===== src/hw/rtl/tmlp_pkg.sv =====
// Types, register indexes, sigmoid table and rounding helper of the inference core.
// No dependencies; compiled before every other file.
`default_nettype none

package tmlp_pkg;

    typedef logic [7:0]  t_byte;
    typedef logic [15:0] t_sum;
    typedef logic [1:0]  t_cfg_idx;

    localparam int unsigned NUM_FEATURES = 7;

    localparam t_cfg_idx CFG_HIDDEN_A = 2'd0;
    localparam t_cfg_idx CFG_HIDDEN_B = 2'd1;
    localparam t_cfg_idx CFG_OUTPUT   = 2'd2;

    localparam t_byte SIGMOID_LUT [256] = '{
        8'd12,  8'd12,  8'd12,  8'd12,  8'd13,  8'd13,  8'd13,  8'd14,
        8'd14,  8'd14,  8'd15,  8'd15,  8'd15,  8'd16,  8'd16,  8'd16,
        8'd17,  8'd17,  8'd18,  8'd18,  8'd18,  8'd19,  8'd19,  8'd20,
        8'd20,  8'd21,  8'd21,  8'd21,  8'd22,  8'd22,  8'd23,  8'd23,
        8'd24,  8'd24,  8'd25,  8'd26,  8'd26,  8'd27,  8'd27,  8'd28,
        8'd28,  8'd29,  8'd30,  8'd30,  8'd31,  8'd32,  8'd32,  8'd33,
        8'd34,  8'd34,  8'd35,  8'd36,  8'd36,  8'd37,  8'd38,  8'd39,
        8'd39,  8'd40,  8'd41,  8'd42,  8'd43,  8'd44,  8'd44,  8'd45,
        8'd46,  8'd47,  8'd48,  8'd49,  8'd50,  8'd51,  8'd52,  8'd53,
        8'd54,  8'd55,  8'd56,  8'd57,  8'd58,  8'd59,  8'd60,  8'd61,
        8'd62,  8'd63,  8'd64,  8'd66,  8'd67,  8'd68,  8'd69,  8'd70,
        8'd72,  8'd73,  8'd74,  8'd75,  8'd76,  8'd78,  8'd79,  8'd80,
        8'd82,  8'd83,  8'd84,  8'd86,  8'd87,  8'd88,  8'd90,  8'd91,
        8'd92,  8'd94,  8'd95,  8'd97,  8'd98,  8'd99,  8'd101, 8'd102,
        8'd104, 8'd105, 8'd107, 8'd108, 8'd110, 8'd111, 8'd113, 8'd114,
        8'd116, 8'd117, 8'd119, 8'd120, 8'd122, 8'd123, 8'd125, 8'd126,
        8'd128, 8'd129, 8'd130, 8'd132, 8'd133, 8'd135, 8'd136, 8'd138,
        8'd139, 8'd141, 8'd142, 8'd144, 8'd145, 8'd147, 8'd148, 8'd150,
        8'd151, 8'd153, 8'd154, 8'd156, 8'd157, 8'd158, 8'd160, 8'd161,
        8'd163, 8'd164, 8'd165, 8'd167, 8'd168, 8'd169, 8'd171, 8'd172,
        8'd173, 8'd175, 8'd176, 8'd177, 8'd179, 8'd180, 8'd181, 8'd182,
        8'd183, 8'd185, 8'd186, 8'd187, 8'd188, 8'd189, 8'd191, 8'd192,
        8'd193, 8'd194, 8'd195, 8'd196, 8'd197, 8'd198, 8'd199, 8'd200,
        8'd201, 8'd202, 8'd203, 8'd204, 8'd205, 8'd206, 8'd207, 8'd208,
        8'd209, 8'd210, 8'd211, 8'd211, 8'd212, 8'd213, 8'd214, 8'd215,
        8'd216, 8'd216, 8'd217, 8'd218, 8'd219, 8'd219, 8'd220, 8'd221,
        8'd221, 8'd222, 8'd223, 8'd223, 8'd224, 8'd225, 8'd225, 8'd226,
        8'd227, 8'd227, 8'd228, 8'd228, 8'd229, 8'd229, 8'd230, 8'd231,
        8'd231, 8'd232, 8'd232, 8'd233, 8'd233, 8'd234, 8'd234, 8'd234,
        8'd235, 8'd235, 8'd236, 8'd236, 8'd237, 8'd237, 8'd237, 8'd238,
        8'd238, 8'd239, 8'd239, 8'd239, 8'd240, 8'd240, 8'd240, 8'd241,
        8'd241, 8'd241, 8'd242, 8'd242, 8'd242, 8'd243, 8'd243, 8'd243
    };

    // Upper byte rounded by bit 7, held at 255 instead of wrapping.
    function automatic t_byte round_upper(input t_sum sum);
        t_byte v;
        v = sum[15:8];
        if (sum[7] && (v != 8'hFF)) begin
            v = v + 8'd1;
        end
        return v;
    endfunction

endpackage

`default_nettype wire


===== src/hw/rtl/tiny_mlp_sigmoid_lut_inference_core.sv =====
// Two-layer quantized perceptron with sigmoid table, five-stage pipeline.
// Depends on tmlp_pkg (types, register indexes, table, rounding).
//
//  channel  | valid        | ready        | payload
//  ---------+--------------+--------------+----------------------------------
//  input    | i_in_valid   | o_in_ready   | i_feature_0 .. i_feature_6
//  output   | o_out_valid  | i_out_ready  | o_class_score
//  config   | i_cfg_valid  | o_cfg_ready  | i_cfg_index, i_cfg_data
//
// One beat per cycle in and out while i_out_ready holds. A taken beat passes
// through the stages in order (products, half sums, hidden sum + table, output
// products, output sum + rounding) and is then offered on the output. The depth
// is set by the 8-term hidden adder split over two stages. Each stage holds its
// beat when the one below is full and stalled; bubbles collapse. Config writes
// are always taken. Reset is synchronous and clears the stage valids and the
// weights to zero.
`default_nettype none

module tiny_mlp_sigmoid_lut_inference_core #(
    parameter int unsigned INPUT_DIMENSION = 7
) (
    input  wire                   i_clk,
    input  wire                   i_rst_n,

    input  wire                   i_in_valid,
    output logic                  o_in_ready,
    input  wire tmlp_pkg::t_byte  i_feature_0,
    input  wire tmlp_pkg::t_byte  i_feature_1,
    input  wire tmlp_pkg::t_byte  i_feature_2,
    input  wire tmlp_pkg::t_byte  i_feature_3,
    input  wire tmlp_pkg::t_byte  i_feature_4,
    input  wire tmlp_pkg::t_byte  i_feature_5,
    input  wire tmlp_pkg::t_byte  i_feature_6,

    output logic                  o_out_valid,
    input  wire                   i_out_ready,
    output tmlp_pkg::t_byte       o_class_score,

    input  wire                   i_cfg_valid,
    output logic                  o_cfg_ready,
    input  wire tmlp_pkg::t_cfg_idx i_cfg_index,
    input  wire [63:0]            i_cfg_data
);

    import tmlp_pkg::*;

    localparam int unsigned NUM_STAGES = 5;

    // weights
    logic [63:0] r_cfg_a;
    logic [63:0] r_cfg_b;
    logic [23:0] r_cfg_o;

    logic [NUM_STAGES-1:0] r_vld;
    logic [NUM_STAGES-1:0] w_adv;

    t_byte w_feat [NUM_FEATURES];

    t_sum  r_prod_a [INPUT_DIMENSION];
    t_sum  r_prod_b [INPUT_DIMENSION];
    t_sum  w_term_a [NUM_FEATURES+1];
    t_sum  w_term_b [NUM_FEATURES+1];
    t_sum  r_half_a [2];
    t_sum  r_half_b [2];
    t_sum  w_hsum_a;
    t_sum  w_hsum_b;
    t_byte r_hid_a;
    t_byte r_hid_b;
    t_sum  r_oprod_a;
    t_sum  r_oprod_b;
    t_sum  w_osum;
    t_byte r_score;

    assign o_cfg_ready = 1'b1;

    always_ff @(posedge i_clk) begin
        if (!i_rst_n) begin
            r_cfg_a <= '0;
            r_cfg_b <= '0;
            r_cfg_o <= '0;
        end else if (i_cfg_valid) begin
            case (i_cfg_index)
                CFG_HIDDEN_A: r_cfg_a <= i_cfg_data;
                CFG_HIDDEN_B: r_cfg_b <= i_cfg_data;
                CFG_OUTPUT:   r_cfg_o <= i_cfg_data[23:0];
                default: ;
            endcase
        end
    end

    assign w_feat[0] = i_feature_0;
    assign w_feat[1] = i_feature_1;
    assign w_feat[2] = i_feature_2;
    assign w_feat[3] = i_feature_3;
    assign w_feat[4] = i_feature_4;
    assign w_feat[5] = i_feature_5;
    assign w_feat[6] = i_feature_6;

    // a stage loads when it is empty or its beat moves on
    always_comb begin
        w_adv[NUM_STAGES-1] = !r_vld[NUM_STAGES-1] || i_out_ready;
        for (int s = NUM_STAGES - 2; s >= 0; s--) begin
            w_adv[s] = !r_vld[s] || w_adv[s+1];
        end
    end

    assign o_in_ready  = w_adv[0];
    assign o_out_valid = r_vld[NUM_STAGES-1];
    assign o_class_score = r_score;

    always_ff @(posedge i_clk) begin
        if (!i_rst_n) begin
            r_vld <= '0;
        end else begin
            if (w_adv[0]) begin
                r_vld[0] <= i_in_valid;
            end
            for (int s = 1; s < NUM_STAGES; s++) begin
                if (w_adv[s]) begin
                    r_vld[s] <= r_vld[s-1];
                end
            end
        end
    end

    // stage 1: feature x weight products
    for (genvar k = 0; k < INPUT_DIMENSION; k++) begin : g_prod
        always_ff @(posedge i_clk) begin
            if (w_adv[0]) begin
                r_prod_a[k] <= t_sum'(w_feat[k]) * t_sum'(r_cfg_a[8*(k+1) +: 8]);
                r_prod_b[k] <= t_sum'(w_feat[k]) * t_sum'(r_cfg_b[8*(k+1) +: 8]);
            end
        end
    end

    assign w_term_a[0] = t_sum'(r_cfg_a[7:0]);
    assign w_term_b[0] = t_sum'(r_cfg_b[7:0]);

    // features past the configured dimension add nothing
    for (genvar k = 0; k < NUM_FEATURES; k++) begin : g_term
        if (k < INPUT_DIMENSION) begin : g_used
            assign w_term_a[k+1] = r_prod_a[k];
            assign w_term_b[k+1] = r_prod_b[k];
        end else begin : g_unused
            assign w_term_a[k+1] = '0;
            assign w_term_b[k+1] = '0;
        end
    end

    // stage 2: two four-term half sums per neuron, mod 2^16
    always_ff @(posedge i_clk) begin
        if (w_adv[1]) begin
            r_half_a[0] <= w_term_a[0] + w_term_a[1] + w_term_a[2] + w_term_a[3];
            r_half_a[1] <= w_term_a[4] + w_term_a[5] + w_term_a[6] + w_term_a[7];
            r_half_b[0] <= w_term_b[0] + w_term_b[1] + w_term_b[2] + w_term_b[3];
            r_half_b[1] <= w_term_b[4] + w_term_b[5] + w_term_b[6] + w_term_b[7];
        end
    end

    // stage 3: full sum, round, sigmoid lookup
    assign w_hsum_a = r_half_a[0] + r_half_a[1];
    assign w_hsum_b = r_half_b[0] + r_half_b[1];

    always_ff @(posedge i_clk) begin
        if (w_adv[2]) begin
            r_hid_a <= SIGMOID_LUT[round_upper(w_hsum_a)];
            r_hid_b <= SIGMOID_LUT[round_upper(w_hsum_b)];
        end
    end

    // stage 4: hidden x output weight
    always_ff @(posedge i_clk) begin
        if (w_adv[3]) begin
            r_oprod_a <= t_sum'(r_hid_a) * t_sum'(r_cfg_o[15:8]);
            r_oprod_b <= t_sum'(r_hid_b) * t_sum'(r_cfg_o[23:16]);
        end
    end

    // stage 5: bias + products, round with saturation
    assign w_osum = t_sum'(r_cfg_o[7:0]) + r_oprod_a + r_oprod_b;

    always_ff @(posedge i_clk) begin
        if (w_adv[4]) begin
            r_score <= round_upper(w_osum);
        end
    end

endmodule

`default_nettype wire


===== config.mk =====
export PLATFORM = sky130hd
export DESIGN_NAME = tiny_mlp_sigmoid_lut_inference_core
export DESIGN_NICKNAME = d
export VERILOG_FILES = /design/src/hw/rtl/tmlp_pkg.sv /design/src/hw/rtl/tiny_mlp_sigmoid_lut_inference_core.sv
export SDC_FILE = /design/constraint.sdc
export NUM_CORES = 2
export LEC_CHECK = 0
export BUFFER_PORTS_ARGS = -buffer_cell sky130_fd_sc_hd__buf_2
export CORE_ASPECT_RATIO = 0.75
export CORE_MARGIN = 2
export CORE_UTILIZATION = 60
export CTS_CLUSTER_DIAMETER = 150
export DETAILED_ROUTE_END_ITERATION = 10
export PLACE_DENSITY = 0.76
export RECOVER_POWER = 50
export SLEW_MARGIN = 20
export SYNTH_ARGS = -nofsm -noshare
export SYNTH_HDL_FRONTEND = slang
export SYNTH_SLANG_ARGS = --single-unit

===== constraint.sdc =====
create_clock -name i_clk -period 11.4 [get_ports i_clk]
set_input_delay 0.57 -clock i_clk [delete_from_list [all_inputs] [get_ports i_clk]]
set_output_delay 0.57 -clock i_clk [all_outputs]
set_load 0.01 [all_outputs]

## After elaboration in Yosys (flattened, before gate mapping)

Memories as Yosys holds them, arrays and structs flattened. A register that Yosys moved wholly into a read port is not among the register bits.
Index checks and enable logic that the tools add are counted.

| cells by class | value |
|---|---|
| add/sub/neg operators | 19 |
| multipliers | 16 |
| equal/unequal tests | 5 |
| mux-type cells | 9 |
| bitwise operators | 2 |
| reductions and logical operators | 17 |

Operator list:

| kind | number |
|---|---|
| $mul A8 B8 Y16 | 16 |
| $add A16 B16 Y16 | 13 |
| $add A8 B16 Y16 | 3 |
| $mux W8 | 5 |
| $add A8 B1 Y8 const B | 3 |
| $ne A8 B8 Y1 const B | 3 |
| $not A8 Y9 | 2 |
| $reduce_and A2 Y1 | 3 |
| $logic_not A1 Y1 | 5 |
| $logic_or A1 B1 Y1 | 5 |
| $mux W1 | 4 |
| $logic_and A1 B1 Y1 | 3 |
| $eq A2 B1 Y1 const B | 1 |
| $eq A2 B2 Y1 const B | 1 |
| $logic_not A2 Y1 | 1 |

| storage, ports and cells | value |
|---|---|
| flip-flop bits (word level) | 197 |
| bits in writable memories | 288 |
| memory bits (read-only) | 4096 |
| input port bits | 127 |
| word-level logic and storage cells | 85 |
| memories | 6 |

Memory list:

| name | depth | width | rd ports | clocked after Yosys merged registers in | write ports | RTL line | source |
|---|---|---|---|---|---|---|---|
| (no name shown) | 256 | 8 | 1 | 1 | 0 | tiny_mlp_sigmoid_lut_inference_core.sv:167 | `r_hid_b <= SIGMOID_LUT[round_upper(w_hsum_b)];` |
| (no name shown) | 256 | 8 | 1 | 1 | 0 | tiny_mlp_sigmoid_lut_inference_core.sv:166 | `r_hid_a <= SIGMOID_LUT[round_upper(w_hsum_a)];` |
| r_prod_a | 7 | 16 | 7 | 0 | 7 | tiny_mlp_sigmoid_lut_inference_core.sv:59 | `t_sum r_prod_a [INPUT_DIMENSION];` |
| r_prod_b | 7 | 16 | 7 | 0 | 7 | tiny_mlp_sigmoid_lut_inference_core.sv:60 | `t_sum r_prod_b [INPUT_DIMENSION];` |
| r_half_a | 2 | 16 | 2 | 0 | 2 | tiny_mlp_sigmoid_lut_inference_core.sv:63 | `t_sum r_half_a [2];` |
| r_half_b | 2 | 16 | 2 | 0 | 2 | tiny_mlp_sigmoid_lut_inference_core.sv:64 | `t_sum r_half_b [2];` |

## Depth between registers and ports, before layout

| logic depth | value |
|---|---|
| word-level depth | 8 |
| depth in mapped cells | 23 |
| mapped depth without buffers | 21 |

## Least setup slack after synthesis

Ideal clock, no wire load.

| path | value |
|---|---|
| kind | input -> register |
| start | input port i_out_ready |
| end | memory r_prod_a[0][0] (netlist name), enable pin |
| arrival | 6085 ps |
| path slack | 2974 ps |
| stages | 3 |
| cells stage by stage | nor2b_1 > and3_1 > nand3_1 |

RTL lines:

| element | RTL line | source |
|---|---|---|
| start: declaration | tiny_mlp_sigmoid_lut_inference_core.sv:36 | `input wire i_out_ready,` |
| end: declaration | tiny_mlp_sigmoid_lut_inference_core.sv:59 |  |

## Final worst setup path

| path | value |
|---|---|
| start | register r_vld[4] |
| end | output port o_in_ready |

| between the ends | value |
|---|---|
| cells in the longest elaborated chain, start to end | 6 |

RTL lines:

| element | RTL line | source |
|---|---|---|
| start: declaration | tiny_mlp_sigmoid_lut_inference_core.sv:54 | `logic [NUM_STAGES-1:0] r_vld;` |
| start signal: indexed assignment | tiny_mlp_sigmoid_lut_inference_core.sv:120 | `r_vld[s] <= r_vld[s-1];` |
| $logic_not A1 Y1 | tiny_mlp_sigmoid_lut_inference_core.sv:101 | `w_adv[NUM_STAGES-1] = !r_vld[NUM_STAGES-1] \|\| i_out_ready;` |
| $logic_or A1 B1 Y1 | tiny_mlp_sigmoid_lut_inference_core.sv:101 |  |
| $logic_or A1 B1 Y1 (4 in series) | tiny_mlp_sigmoid_lut_inference_core.sv:103 | `w_adv[s] = !r_vld[s] \|\| w_adv[s+1];` |
| end: declaration | tiny_mlp_sigmoid_lut_inference_core.sv:26 | `output logic o_in_ready,` |

No other way between the ends.

==> impl_metrics.json <==
{
  "routed_wl_mm": 146,
  "met3_usage_pct": 5.04,
  "h-tree-depth": 2,
  "crit_type": "reg -> out",
  "finalClockSkew_ns": 0.0318,
  "ff2ff_path_depth": 18,
  "route.vias.total": 43687,
  "syn_to_final_growth_pct": 5.68,
  "row_count": 99,
  "hp-class": "in -> reg",
  "synth.area.top_cells": "fa_1, edfxtp_1, ha_1",
  "grt_pass1_wl_mm": 237,
  "drc": 0,
  "tightest_slew_ns": 4.62,
  "drtAntennaViolNets": 0,
  "slew_headroom_pct": -208,
  "gp_congestion": 0.931,
  "synth_top_area_share_pct": 23.4,
  "reg2reg_from": "r_half_b[0][6]$_DFFE_PP_",
  "cp_max_fo": 74,
  "root_buffer": "clkbuf_16",
  "synth_seq_cells": 501,
  "r2r_end": "r_hid_b[1]$_DFFE_PP_",
  "grt_max_degree": 85,
  "fmax_mhz": 145,
  "period_share_pct": 60.7,
  "violations": "capacitance limit, slew limit",
  "crit_top_cell": "buf_4",
  "io_buffers": 136,
  "netlist_area_um2": 58900,
  "async_flop_share_pct": 0,
  "met2_usage_pct": 45.4,
  "synth_edf_count": 344,
  "ys.warnings.count": 0,
  "critical-path-max-stage-delay_ns": 1.95,
  "die_h_um": 275,
  "ys_seq_area_share_pct": 22.9,
  "path_cells": "nor2b_1 > and3_1 > nand3_1 > buf_4 > buf_4 > buf_4 > buf_2",
  "syn-num-nets": 7847,
  "avgViaCountPerCell": 5.74,
  "syn_inst": 6301,
  "status": "finished with violations",
  "ys_types": 98,
  "setup_violations": 0,
  "critPathLaunchType": "flop",
  "overflow": 0,
  "rrSetupSlack_ns": 5.53,
  "power_density_nw_per_um2": 221,
  "first_pass_iters": 5,
  "cts_tree": "built",
  "min_to": "r_cfg_a[49]$_SDFFE_PN0P_",
  "antenna_found_initial": 4,
  "ctsLongestPathBuffers": 3,
  "end_kind": "output pin",
  "clock_latency_ns": 0.65,
  "tns_ns": 0,
  "grt_use_met1_pct": 43.9,
  "wire_per_inst_um": 19.2,
  "synth_ff_type": "edfxtp_1",
  "grt_usage_pct": 29.5,
  "hold_buffers": 0,
  "hold_depth": 3,
  "coreArea_um2": 97200,
  "leakagePower_nw": 30.9,
  "dieArea_um2": 101000,
  "synthTopCellsByCount": "nand2_1, inv_1, ha_1",
  "dp_hpwl_mm": 111,
  "fin_nets": 7797,
  "grt_setup_unrepaired": "no",
  "cp.required_ns": 10.83,
  "busiest_layer": "met2",
  "p_total_mw": 13.8,
  "timing.final.crit_period_ns": 6.92,
  "drive_gt1_share_pct": 4.49,
  "yosysTopAreaCell": "fa_1",
  "clock-sinks": 501,
  "fin_util_pct": 64.0,
  "avgSynthCellArea_um2": 9.35,
  "crit_arrival_ns": 6.35,
  "die_x_um": 366,
  "cap_violations": 7,
  "drt_iter0_drc": 4085,
  "cts_setup_buffers": 0,
  "grt_pass1_vias": 43831,
  "hold_violations": 0,
  "yosysMostFrequentCell": "nand2_1",
  "slew_viol_final": 445,
  "ir_drop_mv": 0.508,
  "ios": 138,
  "cts_resized": 0,
  "initial_core_util_pct": 60.6,
  "min_from": "i_cfg_data[49]",
  "cts_made_buffers": 56,
  "clkTransAtPathRegs_ns": 0.06,
  "crit_path_top_delay_cell": "nand3_1"
}
==> where the power goes <==
part / internal, mW / switching (mW)
sequential: 2.28 / 0.229
combinational: 3.15 / 6.23
clock: 1.07 / 0.831
==> layout by cell type (no fill, tap or decap), types with 12 or more instances in the layout <==
| cell type | synthesis | final |
|---|---|---|
| o21a_1 | 20 | 20 |
| a21o_1 | 45 | 45 |
| nand4_1 | 17 | 17 |
| clkbuf_16 | 0 | 58 |
| ha_1 | 730 | 730 |
| a21boi_0 | 235 | 235 |
| a21oi_1 | 176 | 176 |
| buf_4 | 3 | 21 |
| a31oi_1 | 22 | 21 |
| a211oi_1 | 27 | 27 |
| nor4_1 | 12 | 12 |
| dfxtp_1 | 157 | 157 |
| nand3_1 | 43 | 43 |
| o22ai_1 | 16 | 16 |
| fa_1 | 689 | 689 |
| a211o_1 | 15 | 15 |
| xnor2_1 | 179 | 179 |
| o311ai_0 | 14 | 14 |
| inv_1 | 913 | 913 |
| and2_1 | 535 | 473 |
| nor2b_1 | 23 | 23 |
| nand2b_1 | 59 | 59 |
| and2_0 | 0 | 62 |
| nor3_1 | 37 | 37 |
| xor2_1 | 41 | 41 |
| buf_2 | 17 | 125 |
| o211ai_1 | 32 | 32 |
| a221oi_1 | 18 | 18 |
| nand2_1 | 980 | 978 |
| edfxtp_1 | 344 | 344 |
| o31ai_1 | 12 | 12 |
| o21ai_0 | 210 | 210 |
| clkbuf_1 | 235 | 27 |
| nor2_1 | 240 | 239 |
==> per-layer routing <==
metal	vias to the layer above	part of all wire [%]
li1	20355	-
met1	21594	46
met2	1537	43
met3	199	8.4
met4	2	2.2
met5	-	0.0062
==> area by class of cell <==
type                            instances  area (µm²)
Antenna cell                            3        7.51
Fill cell                            7857       35000
Timing Repair Buffer                  162         843
Sequential cell                       501       13500
Multi-Input combinational cell       4615       41000
Inverter                              915        3430
Tap cell                             1313        1640
Clock buffer                           75        1580
Clock inverter                         30         299
==> through the flow <==
step,worst slack [ns],std cells,hold WS (ns),instance area (µm²)
6_report,4.48,7614,0.180,62200
3_5_place_dp,5.69,7506,0.470,60400
3_3_place_gp,5.89,7506,0.468,60400
5_1_grt,4.00,7611,0.173,62200
2_1_floorplan,2.97,6301,0.448,58900
4_1_cts,5.70,7611,0.147,62300
==> flip-flops by register name (all words and copies together) (netlist names), 16 cells and up <==
signal	flops
r_cfg_a	64
r_prod_b	112
r_half_b	32
r_oprod_b	16
r_half_a	32
r_oprod_a	16
r_cfg_o	24
r_prod_a	112
r_cfg_b	64
==> worst max-delay path by stage <==
stage	start	endpoint	slack, ns	depth (start not counted)
floorplan	i_out_ready	r_prod_a[0][0]$_DFFE_PP_	2.97	3
global placement	r_half_a[0][6]$_DFFE_PP_	r_hid_a[1]$_DFFE_PP_	5.89	19
detailed placement	r_half_b[0][6]$_DFFE_PP_	r_hid_b[1]$_DFFE_PP_	5.69	18
CTS	r_half_b[0][6]$_DFFE_PP_	r_hid_b[1]$_DFFE_PP_	5.70	18
global route	r_vld[4]$_SDFFE_PN0P_	o_in_ready	4.00	7
finish	r_vld[4]$_SDFFE_PN0P_	o_in_ready	4.48	7
==> kinds of logic after synthesis <==
kind of cell / count (synthesis) / synth area share [%]
flops: 501 / 22.9
xor+xnor: 221 / 3.31
mux: 17 / 0.300
buf+inv: 1185 / 7.62
compound gates: 944 / 10.8
simple gates: 2013 / 16.2
other cells: 1 / 0.00637
fa+ha+maj: 1419 / 38.9
==> worst max-delay path, delay by kind of cell, from the launching register on <==
family | cells | cell delay, ns
simple gates | 3 | 2.85
buf+inv | 4 | 2.35
flops | 1 | 0.32
(Power assumes the default switching activity.)
